### src/hdl/assert_macros.svh
// Assertion macros shared by the interpolator RTL.
`ifndef ASSERT_MACROS_SVH
`define ASSERT_MACROS_SVH

// Generic clocked assertion with explicit clock and active-low reset.
`define PTI_ASSERT_CR(name, clk, rstn, prop, msg) \
    name: assert property (@(posedge clk) disable iff (!rstn) prop) else $error(msg);

// Same, on the block's own clock and reset.
`define PTI_ASSERT(name, prop, msg) \
    `PTI_ASSERT_CR(name, i_clk, i_rst_n, prop, msg)

`endif

### src/hdl/pti_pkg.sv
// Shared constants, types and helper functions of the periodic trilinear interpolator.
package pti_pkg;

    localparam int MAX_DIM = 32;
    localparam int IDXW    = $clog2(MAX_DIM);
    localparam int ESW     = $clog2(MAX_DIM + 1);
    localparam int DEPTH   = MAX_DIM * MAX_DIM * MAX_DIM;
    localparam int AW      = $clog2(DEPTH);

    // scaled coordinate r*n, floor part, and its magnitude fed to the remainder unit
    localparam int SW      = 33 + ESW;
    localparam int BW      = SW - 24;
    localparam int VW      = BW - 1;
    localparam int CW      = $clog2(VW + 1);

    localparam int WW      = 16;
    localparam int WCW     = WW + 1;
    localparam int ACCW    = 50;
    localparam int KW      = 4;

    localparam logic OP_WRITE = 1'b0;
    localparam logic OP_QUERY = 1'b1;

    localparam logic [1:0] CFG_SIZE_X = 2'd0;
    localparam logic [1:0] CFG_SIZE_Y = 2'd1;
    localparam logic [1:0] CFG_SIZE_Z = 2'd2;

    localparam logic [1:0] AX_X = 2'd0;
    localparam logic [1:0] AX_Y = 2'd1;
    localparam logic [1:0] AX_Z = 2'd2;

    typedef struct packed {
        logic [2:0][IDXW-1:0] i0;
        logic [2:0][IDXW-1:0] i1;
        logic [2:0][WW-1:0]   w;
    } t_geom;

    function automatic logic [ESW-1:0] eff_size(input logic [5:0] s);
        logic [ESW-1:0] r;
        if (s == 6'd0) begin
            r = ESW'(1);
        end else if (32'(s) > MAX_DIM) begin
            r = ESW'(MAX_DIM);
        end else begin
            r = ESW'(s);
        end
        return r;
    endfunction

    function automatic logic [AW-1:0] grid_addr(input logic [IDXW-1:0] x,
                                                input logic [IDXW-1:0] y,
                                                input logic [IDXW-1:0] z);
        return AW'(x) * AW'(MAX_DIM * MAX_DIM) + AW'(y) * AW'(MAX_DIM) + AW'(z);
    endfunction

    // upper corner takes w, lower corner takes 1.0 - w
    function automatic logic [WCW-1:0] axis_weight(input logic [WW-1:0] w, input logic hi);
        logic [WCW-1:0] r;
        if (hi) begin
            r = {1'b0, w};
        end else begin
            r = WCW'(1 << WW) - {1'b0, w};
        end
        return r;
    endfunction

endpackage

### src/hdl/pti_rem.sv
// Iterative restoring remainder unit, one quotient bit per cycle.
module pti_rem
    import pti_pkg::*;
(
    input  logic           i_clk,
    input  logic           i_rst_n,
    input  logic           i_start,
    input  logic [VW-1:0]  i_value,
    input  logic [ESW-1:0] i_size,
    output logic           o_done,
    output logic [ESW-1:0] o_rem
);

    logic           r_busy;
    logic           r_done;
    logic [CW-1:0]  r_cnt;
    logic [VW-1:0]  r_val;
    logic [ESW-1:0] r_rem;

    logic [ESW:0]   w_trial;
    logic           w_ge;
    logic [ESW-1:0] n_rem;

    always_comb begin
        w_trial = {r_rem, r_val[VW-1]};
        w_ge    = (w_trial >= {1'b0, i_size});
        if (w_ge) begin
            n_rem = ESW'(w_trial - {1'b0, i_size});
        end else begin
            n_rem = ESW'(w_trial);
        end
    end

    always_ff @(posedge i_clk) begin
        if (!i_rst_n) begin
            r_busy <= 1'b0;
            r_done <= 1'b0;
            r_cnt  <= '0;
        end else begin
            r_done <= 1'b0;
            if (i_start) begin
                r_busy <= 1'b1;
                r_cnt  <= CW'(VW);
            end else if (r_busy) begin
                r_cnt <= r_cnt - CW'(1);
                if (r_cnt == CW'(1)) begin
                    r_busy <= 1'b0;
                    r_done <= 1'b1;
                end
            end
        end
    end

    always_ff @(posedge i_clk) begin
        if (i_start) begin
            r_val <= i_value;
            r_rem <= '0;
        end else if (r_busy) begin
            r_val <= r_val << 1;
            r_rem <= n_rem;
        end
    end

    assign o_done = r_done;
    assign o_rem  = r_rem;

endmodule

### config.mk
export PLATFORM = sky130hd
export DESIGN_NAME = pti_rem
export DESIGN_NICKNAME = d
export VERILOG_FILES = /design/src/hdl/assert_macros.svh /design/src/hdl/pti_pkg.sv /design/src/hdl/pti_rem.sv
export SDC_FILE = /design/constraint.sdc
export NUM_CORES = 1
export LEC_CHECK = 0
export ABC_AREA = 0
export ABC_CLOCK_PERIOD_IN_PS = 1700
export BUFFER_PORTS_ARGS = -buffer_cell sky130_fd_sc_hd__buf_2
export CAP_MARGIN = 20
export CELL_PAD_IN_SITES_DETAIL_PLACEMENT = 1
export CELL_PAD_IN_SITES_GLOBAL_PLACEMENT = 1
export CORE_UTILIZATION = 38
export CTS_CLUSTER_DIAMETER = 120
export DETAILED_ROUTE_END_ITERATION = 6
export GPL_ROUTABILITY_DRIVEN = 0
export PLACE_DENSITY_LB_ADDON = 0.1
export SETUP_SLACK_MARGIN = 0.4
export SYNTH_ARGS = -nofsm -noshare
export SYNTH_HDL_FRONTEND = slang
export SYNTH_SLANG_ARGS = --single-unit
### constraint.sdc
create_clock -name i_clk -period 1.7 [get_ports i_clk]
set_input_delay 0.17 -clock i_clk [delete_from_list [all_inputs] [get_ports i_clk]]
set_output_delay 0.17 -clock i_clk [all_outputs]
set_load 0.01 [all_outputs]
==> results_dict.tcl <==
set metrics [dict create \
    ir_drop_uv 433.6 \
    yosysTopAreaCellShare_pct 28.47 \
    violations "negative setup slack" \
    rsz0062_at_grt "true" \
    powerDensity_nw_per_um2 828.5 \
    min_period_ns 1.813 \
    first_global_vias 1230 \
    drive_gt1_share_pct 42.78 \
    power_frac_clock_pct 22.8 \
    slew_headroom_pct 79.10 \
    antenna_found_initial 0 \
    synth_ff_type "edfxtp_1" \
    diodes 0 \
    avgRoutedWirePerCell_um 14.89 \
    num_rows 22 \
    yosysMostFrequentCell "edfxtp_1" \
    synth-edff-count 14 \
    holdCritPathClass "in -> reg" \
    ctsHoldBuffers 0 \
    crit_arrival_ns 1.99 \
    die_x_um 64.33 \
    die_area_um2 4138 \
    slowest_stage "a2111o_1" \
    hpwlAfterDp_mm 2.559 \
    fin_ws_ns -0.1130 \
    slew_viol_final 0 \
    drt-total-wl_mm 3.395 \
    crit_path_end_kind "register" \
    die_h_um 64.33 \
    cts_buffers 3 \
    fin_nets 214 \
    internal_power_uw 1122 \
    skew_ns 0.008690 \
    yosysWarnings 0 \
    clk_latency_ns 0.27 \
    avgViaCountPerCell 5.211 \
    ys_seq_area_share_pct 44.75 \
    finalHoldViolCount 0 \
    cp_top_family "compound AO/OA/AOI/OAI gates" \
    post_dp_cell_area_um2 1800 \
    cts_sinks 26 \
    start_util_pct 40.03 \
    cap_violations 0 \
    firstDrtPassIters 4 \
    yosysUniqueCellTypes 42 \
    fin_area_um2 1909 \
    drt-initial-drc-count 28 \
    drc 0 \
    critPathBufInv 1 \
    port_buffers 29 \
    p_sw_share_pct 29.07 \
    num_io_pins 30 \
    cts_tree "done" \
    status "finished with violations" \
    syn_to_final_growth_pct 29.32 \
    postRouteAntennaNets 0 \
    start_kind "register" \
    yosysTopAreaCell "edfxtp_1" \
    overflow 0 \
    synth_nets 169 \
    cp.required_ns 1.88 \
    synth_common_cells "14 x edfxtp_1, 13 x mux2_2, 12 x dfxtp_1, 12 x inv_1, 9 x ha_1" \
    tightest_slew_ns 0.3106 \
    post-route-period-util_pct 106.6 \
    max_freq_mhz 551.6 \
    htreeDepth 1 \
    power_frac_seq_pct 48.1 \
    cts_buffer_depth 2 \
    slowest_delay_ns 0.41 \
    grt_max_degree 15 \
    critPathKind "reg -> reg" \
    syn_area_um2 1476 \
    setup_viol 5 \
    p_sw_uw 459.8 \
    crit_fanout 5 \
    holdWs_ns 0.1748 \
    synth.avg_cell_area_um2 10.86 \
    track_usage_pct 18.39 \
    coreArea_um2 3689 \
    power_frac_comb_pct 29.1 \
    power_uw 1582 \
    synthTopCellsByArea "edfxtp_1 28%, dfxtp_1 16%, mux2_2 9.9%" \
    path_clk_slew_ns 0.09 \
    postSynth.asyncResetShare_pct 0 \
    routed-via-count 1188 \
    netlist_instances 136 \
    cts-root-buf "clkbuf_8" \
    p_leak_uw 0.0008025 \
    grt_pass1_wl_mm 5.651 \
    synth-seq-cells 26 \
    final_util_pct 51.76 \
    crit_chain "inv_2 > ha_4 > or2b_1 > a21oi_2 > o211ai_4 > a2111o_1 > o311ai_2" \
]
## timing repair
item                                    4_1_cts  5_1_grt
resized for setup                             4        0
buffers inserted                              3        2
pin swaps                                     9        2
endpoints found under the setup margin        6        6
gates cloned                                  0        0
endpoints found under the hold margin         0        0
## final timing paths
kind	startpoint	to	slack [ns]	cells after the start
setup / recovery	r_val[13]$_DFFE_PP_	o_rem[0]$_SDFFE_PP0P_	-0.11	7
hold reg to reg	r_val[11]$_DFFE_PP_	r_val[12]$_DFFE_PP_	0.56	1
hold / removal	i_value[0]	r_val[0]$_SDFFCE_PN0P_	0.17	2
setup reg to reg	r_val[13]$_DFFE_PP_	o_rem[0]$_SDFFE_PP0P_	-0.11	7
## state kept, by name, indices dropped and copies added (netlist names)
register  cells
r_cnt         4
r_val        14
r_busy        1
o_done        1
o_rem         6
## area by class of cell
type                    instances  area [um2]
inverters                      13       48.80
clock buffers                   4       45.04
flip-flops and latches         26       664.4
fillers                       436        1779
repair buffers                 45       265.3
multi-input cells              92       825.8
well taps                      48       60.06
## through the flow
| step | TNS (ns) | instances | setup WS [ns] |
|---|---|---|---|
| 2_1_floorplan | 0 | 136 | 0.01204 |
| 3_5_place_dp | -0.4026 | 219 | -0.09008 |
| 6_report | -0.3315 | 228 | -0.1130 |
| 5_1_grt | -1.008 | 228 | -0.2378 |
| 4_1_cts | -0.4097 | 226 | -0.1239 |
| 3_3_place_gp | -0.1754 | 219 | -0.05595 |
## power by group through the flow
stage / Clock, uW / Combinational, uW / Sequential [uW]
after CTS: 376 / 456 / 762
after detailed placement: 0 / 429 / 777
final: 361 / 460 / 761
after floorplan: 0 / 279 / 776
after global placement: 0 / 414 / 773
after global routing: 395 / 506 / 770
## cells in the final DEF (no fill, tap or decap), types with 3 or more instances in the layout
master,count
buf_2,29
dfxtp_1,11
nand3_1,5
nand2_1,8
nor3_1,3
mux2_2,13
a21oi_1,4
edfxtp_1,14
inv_1,11
o211ai_1,3
clkbuf_8,3
nor2_1,8
ha_1,5
ha_4,4
xor2_1,3
buf_4,16
## layer usage
metal	global-route usage [%]	vias to the layer above	part of all wire, %
met1	20.54	574	40
met4	8.056	0	2.4
li1	-	578	-
met3	3.393	9	3.0
met5	0	-	0
met2	33.55	27	54
## kinds of logic after synthesis
kind of cell             count (synthesis)  share of synthesized area [%]
AO/OA/AOI/OAI                           27                          14.83
XOR/XNOR                                 5                          2.967
adder cells (fa/ha/maj)                 10                          8.983
buffers and inverters                   18                          4.745
flip-flops                              26                          44.75
multiplexers                            13                          9.915
AND/OR/NAND/NOR                         37                          13.81
## worst reg2reg max path: stages (launching register included)
cell      delay [ns]
edfxtp_1        0.38
inv_2           0.10
ha_4            0.20
or2b_1          0.23
a21oi_2         0.21
o211ai_4        0.12
a2111o_1        0.41
o311ai_2        0.08
(Power assumes the default switching activity.)
